<file path="src/rtl/rvdec_pkg.sv">
// rvdec_pkg: instruction numbers, opcodes and the decoded result type
// for the rv32i instruction decoder; no dependencies
package rvdec_pkg;

  localparam int unsigned WordW = 32;
  localparam int unsigned CodeW = 6;
  localparam int unsigned RegW  = 5;

  // dense instruction number, fixed mnemonic order
  typedef enum logic [CodeW-1:0] {
    INST_LUI    = 6'd0,
    INST_AUIPC  = 6'd1,
    INST_JAL    = 6'd2,
    INST_JALR   = 6'd3,
    INST_BEQ    = 6'd4,
    INST_BNE    = 6'd5,
    INST_BLT    = 6'd6,
    INST_BGE    = 6'd7,
    INST_BLTU   = 6'd8,
    INST_BGEU   = 6'd9,
    INST_LB     = 6'd10,
    INST_LH     = 6'd11,
    INST_LW     = 6'd12,
    INST_LBU    = 6'd13,
    INST_LHU    = 6'd14,
    INST_SB     = 6'd15,
    INST_SH     = 6'd16,
    INST_SW     = 6'd17,
    INST_ADDI   = 6'd18,
    INST_SLTI   = 6'd19,
    INST_SLTIU  = 6'd20,
    INST_XORI   = 6'd21,
    INST_ORI    = 6'd22,
    INST_ANDI   = 6'd23,
    INST_SLLI   = 6'd24,
    INST_SRLI   = 6'd25,
    INST_SRAI   = 6'd26,
    INST_ADD    = 6'd27,
    INST_SUB    = 6'd28,
    INST_SLL    = 6'd29,
    INST_SLT    = 6'd30,
    INST_SLTU   = 6'd31,
    INST_XOR    = 6'd32,
    INST_SRL    = 6'd33,
    INST_SRA    = 6'd34,
    INST_OR     = 6'd35,
    INST_AND    = 6'd36,
    INST_ECALL  = 6'd37,
    INST_EBREAK = 6'd38,
    INST_NONE   = 6'd39
  } inst_e;

  localparam logic [6:0] OpcLui    = 7'h37;
  localparam logic [6:0] OpcAuipc  = 7'h17;
  localparam logic [6:0] OpcJal    = 7'h6F;
  localparam logic [6:0] OpcJalr   = 7'h67;
  localparam logic [6:0] OpcBranch = 7'h63;
  localparam logic [6:0] OpcLoad   = 7'h03;
  localparam logic [6:0] OpcStore  = 7'h23;
  localparam logic [6:0] OpcAluI   = 7'h13;
  localparam logic [6:0] OpcAluR   = 7'h33;
  localparam logic [6:0] OpcSystem = 7'h73;

  typedef struct packed {
    inst_e              code;
    logic [RegW-1:0]    rd;
    logic [RegW-1:0]    rs1;
    logic [RegW-1:0]    rs2;
    logic [WordW-1:0]   imm;
  } dec_t;

endpackage

</file>
<file path="src/rtl/rvdec_decode.sv">
// rvdec_decode: combinational decode of one instruction word into
// instruction number, register fields and immediate; uses rvdec_pkg
module rvdec_decode (
  input  logic [rvdec_pkg::WordW-1:0] instr_word_i,
  output rvdec_pkg::dec_t             dec_o
);

  logic [6:0]                 opc;
  logic [2:0]                 f3;
  logic                       alt;
  logic [rvdec_pkg::WordW-1:0] imm_i, imm_s, imm_b, imm_j, imm_u, imm_sh;
  rvdec_pkg::inst_e           code;
  logic [rvdec_pkg::WordW-1:0] imm;

  assign opc = instr_word_i[6:0];
  assign f3  = instr_word_i[14:12];
  assign alt = instr_word_i[30];

  assign imm_i  = {{20{instr_word_i[31]}}, instr_word_i[31:20]};
  assign imm_s  = {{20{instr_word_i[31]}}, instr_word_i[31:25], instr_word_i[11:7]};
  assign imm_b  = {{20{instr_word_i[31]}}, instr_word_i[7], instr_word_i[30:25],
                   instr_word_i[11:8], 1'b0};
  assign imm_j  = {{12{instr_word_i[31]}}, instr_word_i[19:12], instr_word_i[20],
                   instr_word_i[30:21], 1'b0};
  assign imm_u  = {12'd0, instr_word_i[31:12]};
  assign imm_sh = {27'd0, instr_word_i[24:20]};

  always_comb begin
    code = rvdec_pkg::INST_NONE;
    imm  = '0;
    case (opc)
      rvdec_pkg::OpcLui: begin
        code = rvdec_pkg::INST_LUI;
        imm  = imm_u;
      end
      rvdec_pkg::OpcAuipc: begin
        code = rvdec_pkg::INST_AUIPC;
        imm  = imm_u;
      end
      rvdec_pkg::OpcJal: begin
        code = rvdec_pkg::INST_JAL;
        imm  = imm_j;
      end
      rvdec_pkg::OpcJalr: begin
        code = rvdec_pkg::INST_JALR;
        imm  = imm_i;
      end
      rvdec_pkg::OpcBranch: begin
        imm = imm_b;
        case (f3)
          3'd0:    code = rvdec_pkg::INST_BEQ;
          3'd1:    code = rvdec_pkg::INST_BNE;
          3'd4:    code = rvdec_pkg::INST_BLT;
          3'd5:    code = rvdec_pkg::INST_BGE;
          3'd6:    code = rvdec_pkg::INST_BLTU;
          3'd7:    code = rvdec_pkg::INST_BGEU;
          default: code = rvdec_pkg::INST_NONE;
        endcase
      end
      rvdec_pkg::OpcLoad: begin
        imm = imm_i;
        case (f3)
          3'd0:    code = rvdec_pkg::INST_LB;
          3'd1:    code = rvdec_pkg::INST_LH;
          3'd2:    code = rvdec_pkg::INST_LW;
          3'd4:    code = rvdec_pkg::INST_LBU;
          3'd5:    code = rvdec_pkg::INST_LHU;
          default: code = rvdec_pkg::INST_NONE;
        endcase
      end
      rvdec_pkg::OpcStore: begin
        imm = imm_s;
        case (f3)
          3'd0:    code = rvdec_pkg::INST_SB;
          3'd1:    code = rvdec_pkg::INST_SH;
          3'd2:    code = rvdec_pkg::INST_SW;
          default: code = rvdec_pkg::INST_NONE;
        endcase
      end
      rvdec_pkg::OpcAluI: begin
        imm = imm_i;
        case (f3)
          3'd0: code = rvdec_pkg::INST_ADDI;
          3'd1: begin
            code = rvdec_pkg::INST_SLLI;
            imm  = imm_sh;
          end
          3'd2: code = rvdec_pkg::INST_SLTI;
          3'd3: code = rvdec_pkg::INST_SLTIU;
          3'd4: code = rvdec_pkg::INST_XORI;
          3'd5: begin
            code = alt ? rvdec_pkg::INST_SRAI : rvdec_pkg::INST_SRLI;
            imm  = imm_sh;
          end
          3'd6: code = rvdec_pkg::INST_ORI;
          default: code = rvdec_pkg::INST_ANDI;
        endcase
      end
      rvdec_pkg::OpcAluR: begin
        case (f3)
          3'd0:    code = alt ? rvdec_pkg::INST_SUB : rvdec_pkg::INST_ADD;
          3'd1:    code = rvdec_pkg::INST_SLL;
          3'd2:    code = rvdec_pkg::INST_SLT;
          3'd3:    code = rvdec_pkg::INST_SLTU;
          3'd4:    code = rvdec_pkg::INST_XOR;
          3'd5:    code = alt ? rvdec_pkg::INST_SRA : rvdec_pkg::INST_SRL;
          3'd6:    code = rvdec_pkg::INST_OR;
          default: code = rvdec_pkg::INST_AND;
        endcase
      end
      rvdec_pkg::OpcSystem: begin
        // any nonzero rs2 field counts as ebreak
        code = (instr_word_i[24:20] != '0) ? rvdec_pkg::INST_EBREAK
                                           : rvdec_pkg::INST_ECALL;
      end
      default: begin
        code = rvdec_pkg::INST_NONE;
        imm  = '0;
      end
    endcase
    if (code == rvdec_pkg::INST_NONE) begin
      imm = '0;
    end
  end

  assign dec_o.code = code;
  assign dec_o.rd   = instr_word_i[11:7];
  assign dec_o.rs1  = instr_word_i[19:15];
  assign dec_o.rs2  = instr_word_i[24:20];
  assign dec_o.imm  = imm;

endmodule

</file>
<file path="src/rtl/rv32i_instruction_decoder.sv">
// rv32i_instruction_decoder: top level, input word register, decode logic
// and result register; uses rvdec_pkg and rvdec_decode
//
// Decodes one RV32I instruction word per clock cycle unless out_ready_i stalls the output. A word
// taken on in_valid_i/in_ready_o is registered in word_q, decoded by short combinational logic
// and captured in the result register res_q, which drives the outputs; a new word can be taken
// every cycle while the output is not stalled.
// Throughput is one word per cycle, set by the two-register pipeline; in_ready_o drops only
// while both registers hold words and out_ready_i is low. inst_code_o numbers the instruction
// LUI..EBREAK as 0..38 and gives 39 for an unrecognised word (immediate 0). Register fields are
// always the raw bit fields; immediates follow the format (U gives bits 31:12 unshifted, shift
// immediates give the shift amount, R-type and environment calls give 0).
module rv32i_instruction_decoder (
  input  logic                              clk_i,
  input  logic                              rst_ni,
  input  logic                              in_valid_i,
  output logic                              in_ready_o,
  input  logic [rvdec_pkg::WordW-1:0]       instr_word_i,
  output logic                              out_valid_o,
  input  logic                              out_ready_i,
  output logic [rvdec_pkg::CodeW-1:0]       inst_code_o,
  output logic [rvdec_pkg::RegW-1:0]        dest_reg_o,
  output logic [rvdec_pkg::RegW-1:0]        src_reg_a_o,
  output logic [rvdec_pkg::RegW-1:0]        src_reg_b_o,
  output logic signed [rvdec_pkg::WordW-1:0] immediate_o
);

  logic                        word_valid_q;
  logic [rvdec_pkg::WordW-1:0] word_q;
  logic                        res_valid_q;
  rvdec_pkg::dec_t             res_q;
  rvdec_pkg::dec_t             dec_d;
  logic                        res_ready;
  logic                        word_ready;

  // result register can take a new word when empty or being drained
  assign res_ready  = !res_valid_q || out_ready_i;
  assign word_ready = !word_valid_q || res_ready;
  assign in_ready_o = word_ready;

  always_ff @(posedge clk_i or negedge rst_ni) begin
    if (!rst_ni) begin
      word_valid_q <= 1'b0;
    end else if (word_ready) begin
      word_valid_q <= in_valid_i;
    end
  end

  always_ff @(posedge clk_i) begin
    if (word_ready && in_valid_i) begin
      word_q <= instr_word_i;
    end
  end

  rvdec_decode u_decode (
    .instr_word_i (word_q),
    .dec_o        (dec_d)
  );

  always_ff @(posedge clk_i or negedge rst_ni) begin
    if (!rst_ni) begin
      res_valid_q <= 1'b0;
    end else if (res_ready) begin
      res_valid_q <= word_valid_q;
    end
  end

  always_ff @(posedge clk_i) begin
    if (res_ready && word_valid_q) begin
      res_q <= dec_d;
    end
  end

  assign out_valid_o = res_valid_q;
  assign inst_code_o = res_q.code;
  assign dest_reg_o  = res_q.rd;
  assign src_reg_a_o = res_q.rs1;
  assign src_reg_b_o = res_q.rs2;
  assign immediate_o = res_q.imm;

endmodule

</file>
<file path="config.mk">
export PLATFORM = sky130hd
export DESIGN_NAME = rv32i_instruction_decoder
export DESIGN_NICKNAME = d
export VERILOG_FILES = /design/src/rtl/rvdec_pkg.sv /design/src/rtl/rvdec_decode.sv /design/src/rtl/rv32i_instruction_decoder.sv
export SDC_FILE = /design/constraint.sdc
export NUM_CORES = 1
export LEC_CHECK = 0
export BUFFER_PORTS_ARGS = -buffer_cell sky130_fd_sc_hd__buf_2
export CORE_MARGIN = 4
export CORE_UTILIZATION = 53
export DETAILED_ROUTE_END_ITERATION = 12
export HOLD_SLACK_MARGIN = 0.05
export PLACE_DENSITY = 0.91
export SYNTH_ARGS = -nofsm -noshare
export SYNTH_HDL_FRONTEND = slang
export SYNTH_SLANG_ARGS = --single-unit
</file>
<file path="constraint.sdc">
create_clock -name clk_i -period 3.8 [get_ports clk_i]
set_clock_uncertainty 0.15 [all_clocks]
set_input_delay 0.76 -clock clk_i [delete_from_list [all_inputs] [get_ports clk_i]]
set_output_delay 0.76 -clock clk_i [all_outputs]
set_load 0.01 [all_outputs]
</file>
Word-level counts from Yosys, hierarchy flattened
Cells that the tools add are included.

cells by class
  equal/unequal tests = 18
  mux-type cells = 12
  reduce and logical (&&, ||, !) cells = 11

operators by type and width
  kind                  number
  $pmux W32 S6          1
  $pmux W6 S7           2
  $pmux W6 S10          1
  $pmux W6 S6           1
  $mux W32              1
  $pmux W6 S5           1
  $eq A7 B7 Y1 const B  4
  $eq A7 B6 Y1 const B  3
  $pmux W6 S3           1
  $eq A7 B5 Y1 const B  2
  $eq A3 B3 Y1 const B  4
  $eq A7 B2 Y1 const B  1
  $eq A3 B2 Y1 const B  2
  $eq A6 B6 Y1 const B  1
  $mux W2               3
  $reduce_or A2 Y1      3
  $reduce_bool A5 Y1    1
  $eq A3 B1 Y1 const B  1
  $logic_not A3 Y1      1
  $mux W3               1
  $logic_and A1 B1 Y1   2
  $logic_not A1 Y1      2
  $logic_or A1 B1 Y1    2

storage, ports and cells
  register bits = 87
  word-level logic and storage cells = 49
  output and inout port bits = 55
  input bits = 36

Logic depth before layout (Yosys ltp)
Gate-level depths: netlist of the first run.

  depth in word-level cells = 4
  depth in mapped cells = 9
  depth with buffers taken out = 6

Modules after synthesis
A second synthesis of the first run with hierarchy kept.

unflattened totals
  cells, all modules = 299
  area total of the unflattened synthesis = 3,993.8 um^2

modules (own cells, without submodules)
  module                     area an instance (um^2)  instances  sequential area each (um^2)  cells an instance
  rv32i_instruction_decoder  2,656.3                  1          2,602.5                      93
  rvdec_decode               1,337.5                  1          0.0                          206

Worst setup path after synthesis of the first run
Ideal clock, no wire load.

  path kind = register -> register
  start point = register word_q[3] in the netlist's numbering
  end point = register res_q (netlist bit immediate_o[12]), data pin
  data required time = 3.387 ns
  arrival = 2.239 ns
  path buffers = 2
  setup time = 0.263 ns
  clock period less this slack = 2.653 ns
  cell stages (with the launch flop) = 9
  setup slack = 1.147 ns
  cells stage by stage = edfxtp_1 buf_6 nand4bb_4 or4_2 a32oi_1 o22ai_1 a221oi_2 buf_6 a21oi_1

between the ends
  cells in the longest elaborated chain, start to end = 3
  elaborated cells on any way between the ends = 15
  those cells by class = eq/ne: 11; mux: 2; reduce/logical: 2

RTL lines
  element                                                  line                                     text
  start, declared                                          rv32i_instruction_decoder.sv:29          logic [rvdec_pkg::WordW-1:0] word_q;
  start signal, assigned                                   rv32i_instruction_decoder.sv:51          word_q <= instr_word_i;
  $eq A7 B7 Y1 (tied with other cells)                     rvdec_decode.sv:31                       case (opc)
  $pmux W6 S10 / $reduce_or A2 Y1 (equally long branches)  --
  $eq A6 B6 Y1 / $pmux W32 S6 (equally long branches)      rvdec_decode.sv:121, rvdec_decode.sv:31
  end signal, assigned                                     rv32i_instruction_decoder.sv:70          res_q <= dec_d;
  end, declared                                            rv32i_instruction_decoder.sv:31          rvdec_pkg::dec_t res_q;

Parallel ways exist; a longest one is shown, timed or not.
A chain may end at the register's enable or synchronous reset.

Worst setup path after layout of the first run
  start point = register word_q[4] in the netlist's numbering
  end point = register res_q (netlist bit immediate_o[30]), data pin

The elaborated chain is that of the path after synthesis.

==> impl_results.md, run 1 <==
- Status: complete, no violations
- Worst endpoint data arrival time: 2940 ps
- CTS Buffer Depth: 2
- Layout cells sized above 1: 34.62%
- Routed len/inst: 17.78 um
- Die area: 8301 sq um
- TritonRoute pass-1 iters: 6
- Crit end category: register
- Worst-Skew Late Latency: 340 ps
- Number of setup violations in the final report: 0
- Number of buffers created by CTS: 9
- DRT iter0 DRCs: 349
- VDD IR-drop max: 0.0003969 V
- Die W: 91.11 um
- Drt drc: 0
- Total power: 1918 uW
- Detail Route Antenna Nets: 0
- ANT cells: 0
- Post-Route WL: 7893 um
- Congestion Overflow GR: 0
- Clk sink count: 76
- Top Ports: 91
- YS warnings: 0
- Hold Crit Class: reg -> reg
- GRT Total Usage: 19.42%
- Avg Inst Size Synth: 12.94 sq um
- Yosys reg bits: 76
- Core Footprint: 6756 sq um
- Maximum Capacitance Violations: 0
- RD Place Congestion: 0.9490
- WP data required: 3730 ps
- Port bufs: 90
- TritonCTS clock tree: built
- Number of global-route vias before repair: 2495
- Starting density of the core: 54.19%
- Row count: 30
- Synth async-reset ratio: 2.632%
- Unrepaired setup endpoints after global routing: false
- Predominant post-synthesis flop cell: edfxtp_1
- Largest net degree at the start of global routing: 43
- Worst Path Max Fanout: 21
- # resized after CTS: 0
- Initial antenna violation count: 0
- Critical path type: reg -> reg
- Dominant cells by area after synthesis: edfxtp_1, buf_4, a22oi_1
- Post-synth EDFFs: 74
- Fin crit period: 3006 ps
- Period utilisation layout: 79.11%
- Post-synth top area share: 60.70%
- Register area share after synthesis: 62.06%
- Post-CTS setup buffer count: 0
- Via Count: 2688
- Die Height: 91.11 um
- Leak Pwr: 0.001539 uW
- Setup Total Neg Slack: 0 ps
- Fill count: 523
- FMAX: 332.7 MHz
- Clock root buffer: clkbuf_8
- Crit path from: word_q[4]
- RR Startpoint: word_q[4]
- Area leader, netlist: edfxtp_1
- Pwr dens: 451.1 nW/um^2
- Clock transition at path regs: 70 ps
- Layout area overhead: 16.17%
- CP Launch Type: register
- H-Tree Depth: 3
- Syn Nets: 319
- First-pass GRT wire length: 12800 um
- Synthesized instance count: 283
- Hold Fails Final Rpt: 0
- Cts hold-fix bufs: 1
- Total Nets Final: 395
- Via/cell ratio: 6.054
- Rel. slew slack: 39.45%
- Worst slew pin tran: 908.2 ps
- DP HPWL: 5823 um
- Fin. max-slew vios: 0
- Synth Cell Area: 3661 sq um
- Worst min-delay path startpoint: word_q[9]
- Unique masters post-synth: 60
[cells in the final DEF, fill, tap and decap left out, types with 3 or more instances in the layout]
cell type / n
nand2b_1: 6
a21oi_2: 3
buf_2: 90
nand2_1: 17
or3_1: 5
buf_4: 5
a222oi_1: 5
o21ai_0: 9
and2_1: 3
bufinv_16: 3
nor3_1: 8
a21oi_1: 13
inv_1: 6
a22oi_1: 11
clkbuf_8: 9
edfxtp_1: 74
nor2b_1: 8
a32oi_1: 8
nor2_1: 21
o211ai_1: 3
[state kept, by name, indices dropped and copies added (netlist names)]
| signal | cells |
|---|---|
| out_valid_o | 1 |
| immediate_o | 21 |
| dest_reg_o | 5 |
| src_reg_a_o | 5 |
| word_q | 32 |
| inst_code_o | 6 |
| word_valid_q | 1 |
| src_reg_b_o | 5 |
[final cells by class]
type	count	area [sq um]	area share, %
Clock inverter	5	102.6	2.412
Tap cell	80	100.1	2.354
Sequential cell	76	2272	53.43
Timing Repair Buffer	96	498.0	11.71
Clock buffer	11	131.4	3.089
Inverter	6	22.52	0.5296
Multi-Input combinational cell	170	1126	26.48
[power breakdown]
| part | switching [uW] | leakage [uW] | internal (uW) |
|---|---|---|---|
| Clock | 272 | 0.000114 | 435 |
| Sequential | 47.6 | 0.000735 | 984 |
| Combinational | 108 | 0.000691 | 70.9 |
| Total | 428 | 0.00154 | 1490 |
[routing by layer]
layer,wire length (um),track usage (%),vias up
li1,-,-,1251
met4,200,7.663,0
met5,0,0,-
met3,754,3.728,23
met2,3639,29.68,177
met1,3298,27.46,1237
[critical path: stages, from the launching register on]
cell and delay (ps):
edfxtp_1 630, or4b_4 650, or3_1 320, a32oi_1 250, o22ai_1 130, a221oi_2 250, buf_4 280, nor3_1 90
[Yosys cell counts, types with 2 or more instances]
| cell | instances |
|---|---|
| a211o_1 | 2 |
| a21o_1 | 2 |
| a21oi_1 | 13 |
| a21oi_2 | 3 |
| a222oi_1 | 5 |
| a22oi_1 | 11 |
| a32oi_1 | 8 |
| a41oi_1 | 2 |
| and2_1 | 4 |
| and3_1 | 2 |
| and4bb_2 | 2 |
| buf_4 | 16 |
| buf_6 | 6 |
| clkbuf_1 | 5 |
| dfrtp_1 | 2 |
| edfxtp_1 | 74 |
| inv_1 | 6 |
| nand2_1 | 17 |
| nand2b_1 | 6 |
| nand3_1 | 2 |
| nand3b_1 | 2 |
| nand4_1 | 2 |
| nor2_1 | 21 |
| nor2b_1 | 8 |
| nor3_1 | 8 |
| nor3b_1 | 2 |
| o2111ai_1 | 2 |
| o211ai_1 | 3 |
| o21ai_0 | 9 |
| o21ba_2 | 2 |
| o21bai_1 | 2 |
| or3_1 | 5 |
| xor2_1 | 2 |
[cell families after synthesis]
family                    after synthesis  share of synthesized area [%]
AOI/OAI and AO/OA                      79                          16.44
and+or+nand+nor                        89                          13.81
DFF                                    76                          62.06
buffers and inverters                  37                          7.211
xor gates and xnor gates                2                         0.4786
[path summary, 6_finish.rpt]
| check | to | slack, ps | cells past startpoint |
|---|---|---|---|
| hold / removal | dest_reg_o[2] | 310 | 0 |
| hold reg to reg | dest_reg_o[2] | 310 | 0 |
| max in group asynchronous | out_valid_o | 2820 | 2 |
| min in group asynchronous | word_valid_q | 590 | 2 |
| setup / recovery | immediate_o[30] | 790 | 7 |
| setup reg to reg | immediate_o[30] | 790 | 7 |
[per-stage QoR]
stage | hold WS (ps) | cell area (sq um) | cells | util [%] | worst slack [ps]
2_1_floorplan | 277.1 | 3661 | 283 | - | 1147
3_3_place_gp | 297.6 | 4009 | 427 | 59.33 | 864.3
3_5_place_dp | 301.6 | 4009 | 427 | 59.33 | 821.6
4_1_cts | 316.3 | 4253 | 444 | 62.94 | 813.1
5_1_grt | 335.5 | 4253 | 444 | 62.94 | 592.7
6_report | 311.7 | 4253 | 444 | 62.94 | 793.9
No activity file was read; power rests on OpenSTA's default activity.
==> inputs of run 2 (changes only) <==
Settings changed: ABC_AREA set to 1, CORE_UTILIZATION 53 to 47, PLACE_DENSITY 0.91 to 0.87.
Clock period 3.8 ns to 2.6 ns, I/O delays scaled along.
==> run 2 against run 1 <==
Utilization shrank 2.8 points; routed wire length up 0.19%; die area rose by 4.8%; cell count grew 17%; via count increased by 0.97%; non-clock buffer count increased by 1; first-iteration DRC count is 22% lower; design area decreased by 1.8%; clock power is 51% higher; area after synthesis decreased by 6.6%; critical path type unchanged; critical endpoint is now immediate_o[13]; largest cell class unchanged; highest routed layer unchanged.
==> impl_results.md, run 2 <==
- Post-CTS setup buffer count: 0
- Buf/Inv on CP: 2
- Worst path slowest cell: edfxtp_1
- Clock root buffer: clkbuf_8
- Hold Fails Final Rpt: 0
- Most common cell in the netlist: edfxtp_1
- Via/cell ratio: 5.239
- Worst endpoint data arrival time: 2290 ps
- Largest register FFs: 32
- Simple-Gate Fraction of Synth Area: 21.05%
- Post-Place Cells: 502
- Register area share after synthesis: 66.47%
- Number of buffers created by CTS: 9
- Worst slew pin tran: 513.3 ps
- Area leader, netlist: edfxtp_1
- DP HPWL: 5953 um
- GRT Total Usage: 18.63%
- DRT iter0 DRCs: 273
- Yosys reg bits: 76
- Placed cell area: 3930 sq um
- Non-Filler Instances: 518
- Compound-Gate Fraction of Synth Area: 6.040%
- Cell Chain, Critical Path: inv_2, nor2_1, nand3_1, nand2_1, nor2_1, nor2_1, nor2_1, nand3_1, nand2_1, nor2_2, buf_4, nor2_1
- Die Height: 93.28 um
- Unrepaired setup endpoints after global routing: false
- Number of setup violations in the final report: 0
- Fin. max-slew vios: 0
- YS warnings: 0
- H-Tree Depth: 3
- Leak Pwr: 0.001759 uW
- Worst Hold Margin: 194.7 ps
- Synth async-reset ratio: 2.632%
- Dominant cells by area after synthesis: edfxtp_1, nand2_1, nor2_1
- Fill count: 565
- Clock transition at path regs: 80 ps
- Pwr dens: 702.1 nW/um^2
- Post-Synth XOR/XNOR Area: 0%
- Routed len/inst: 15.27 um
- RD Place Congestion: 0.8778
- Worst path most repeated cell: nor2_1
- # resized after CTS: 0
- First-pass GRT wire length: 12520 um
- Post-synth top area share: 65.01%
- CP Launch Type: register
- Most common cell after layout, fill and taps aside: buf_2
- Register area: 2272 sq um
- Drt drc: 0
- Delay of the slowest critical-path stage: 490 ps
- Congestion Overflow GR: 0
- Met2 GRT Util: 30.67%
- WP data required: 2540 ps
- Rel. slew slack: 65.78%
- TritonCTS clock tree: built
- Reg with most FFs: word_q
- Post-synth EDFFs: 74
- Syn Nets: 363
- VDD IR-drop max: 0.0004239 V
- Final Util: 60.14%
- Die W: 93.28 um
- Port bufs: 90
- Reg2Reg Setup Slack: 250 ps
- Detail Route Antenna Nets: 0
- Synthesized instance count: 327
- Layout cells sized above 1: 30.57%
- FMAX: 426.1 MHz
- Hold Crit Class: in -> reg
- Period utilisation layout: 90.26%
- Synth Area in Adders: 0%
- Number of global-route vias before repair: 2668
- Critical path type: reg -> reg
- Predominant post-synthesis flop cell: edfxtp_1
- Status: complete, no violations
- ANT cells: 0
- Design Area, Final: 4177 sq um
- Crit end category: register
- Clk sink count: 76
- Area of the multi-input gates: 937.1 sq um
- Worst Path Max Fanout: 21
- Starting density of the core: 49.23%
- Post-Route WL: 7908 um
- CTS Buffer Depth: 2
- GRT Max-Usage Layer: met2
- Unique masters post-synth: 28
- Fin crit period: 2347 ps
- Setup Total Neg Slack: 0 ps
- Die area: 8701 sq um
- Maximum Capacitance Violations: 0
- TritonRoute pass-1 iters: 5
- Total Nets Final: 454
- Largest family of logic cells by synthesized area: simple AND/OR/NAND/NOR gates
- Row count: 30
- M1 GR Usage: 23.29%
- Worst-Skew Late Latency: 340 ps
- Avg Inst Size Synth: 10.45 sq um
- Via Count: 2714
- Layout area overhead: 22.18%
- Most frequent cells in the layout: buf_2, edfxtp_1, nand2_1
- Largest net degree at the start of global routing: 43
- Initial antenna violation count: 0
- CP delay by family, top: simple AND/OR/NAND/NOR gates
- Met3 GRT Util: 5.149%
- Synth Cell Area: 3418 sq um
- Mux cell area share after synthesis: 0%
- Commonest cells in the netlist: edfxtp_1, nand2_1, nor2_1
- Core Footprint: 6944 sq um
- Top Ports: 91
==> run 2: cell count changes in the layout (fill, tap and decap cells not counted), sizes merged, moves of 5 or more <==
cell	delta
or3	-5
nand2b	-6
nor2b	-8
nor2	+46
a22oi	-11
inv	+23
nand3	+27
a32oi	-8
a222oi	-5
o21ai	+5
nand2	+51
nor3	-6
==> run 2: cell type report <==
class                      count  area share [%]
clock buffer                   9           2.966
clock inverter                 6           2.696
inverter                      28           2.516
multi-input combinational    206           22.44
sequential                    76           54.40
tap                           96           2.876
timing repair buffer          97           12.10
==> run 2: power breakdown <==
part	switching (uW)	internal, uW	total (uW)
clock	431	635	1070
sequential	54.4	1470	1530
combinational	227	113	340
total	713	2220	2930
==> run 2: path summary, 6_finish.rpt <==
kind	to	from	depth (start not counted)
max	immediate_o[13]	word_q[12]	12
min	word_q[25]	instr_word_i[25]	1
max reg2reg	immediate_o[13]	word_q[12]	12
min reg2reg	src_reg_a_o[2]	word_q[17]	0
max in group asynchronous	word_valid_q	rst_ni	2
min in group asynchronous	out_valid_o	rst_ni	2
==> run 2: through the flow <==
stage | power (uW) | worst slack [ps]
final | 2932 | 253.2
after global routing | 3051 | 87.93
after CTS | 2950 | 308.9
after detailed placement | 1893 | 317.2
after global placement | 1884 | 333.3
after floorplan | 1754 | 215.1
==> run 2: metal layers <==
layer  part of all wire [%]  vias up
met5                      0        -
met2                     49      168
met3                    9.3       14
met4                    1.7        0
li1                       -     1288
met1                     40     1244
==> run 2: what timing repair did <==
action / 4_1_cts / 5_1_grt
setup endpoints to repair: 0 / 0
hold endpoints to repair: 2 / 0
hold buffers: 1 / 0
==> run 2: kinds of logic (layout without fill, tap and decap cells) <==
family / after synthesis / after routing
simple gates: 169 / 169
flops: 76 / 76
buf+inv: 45 / 140
compound gates: 37 / 37
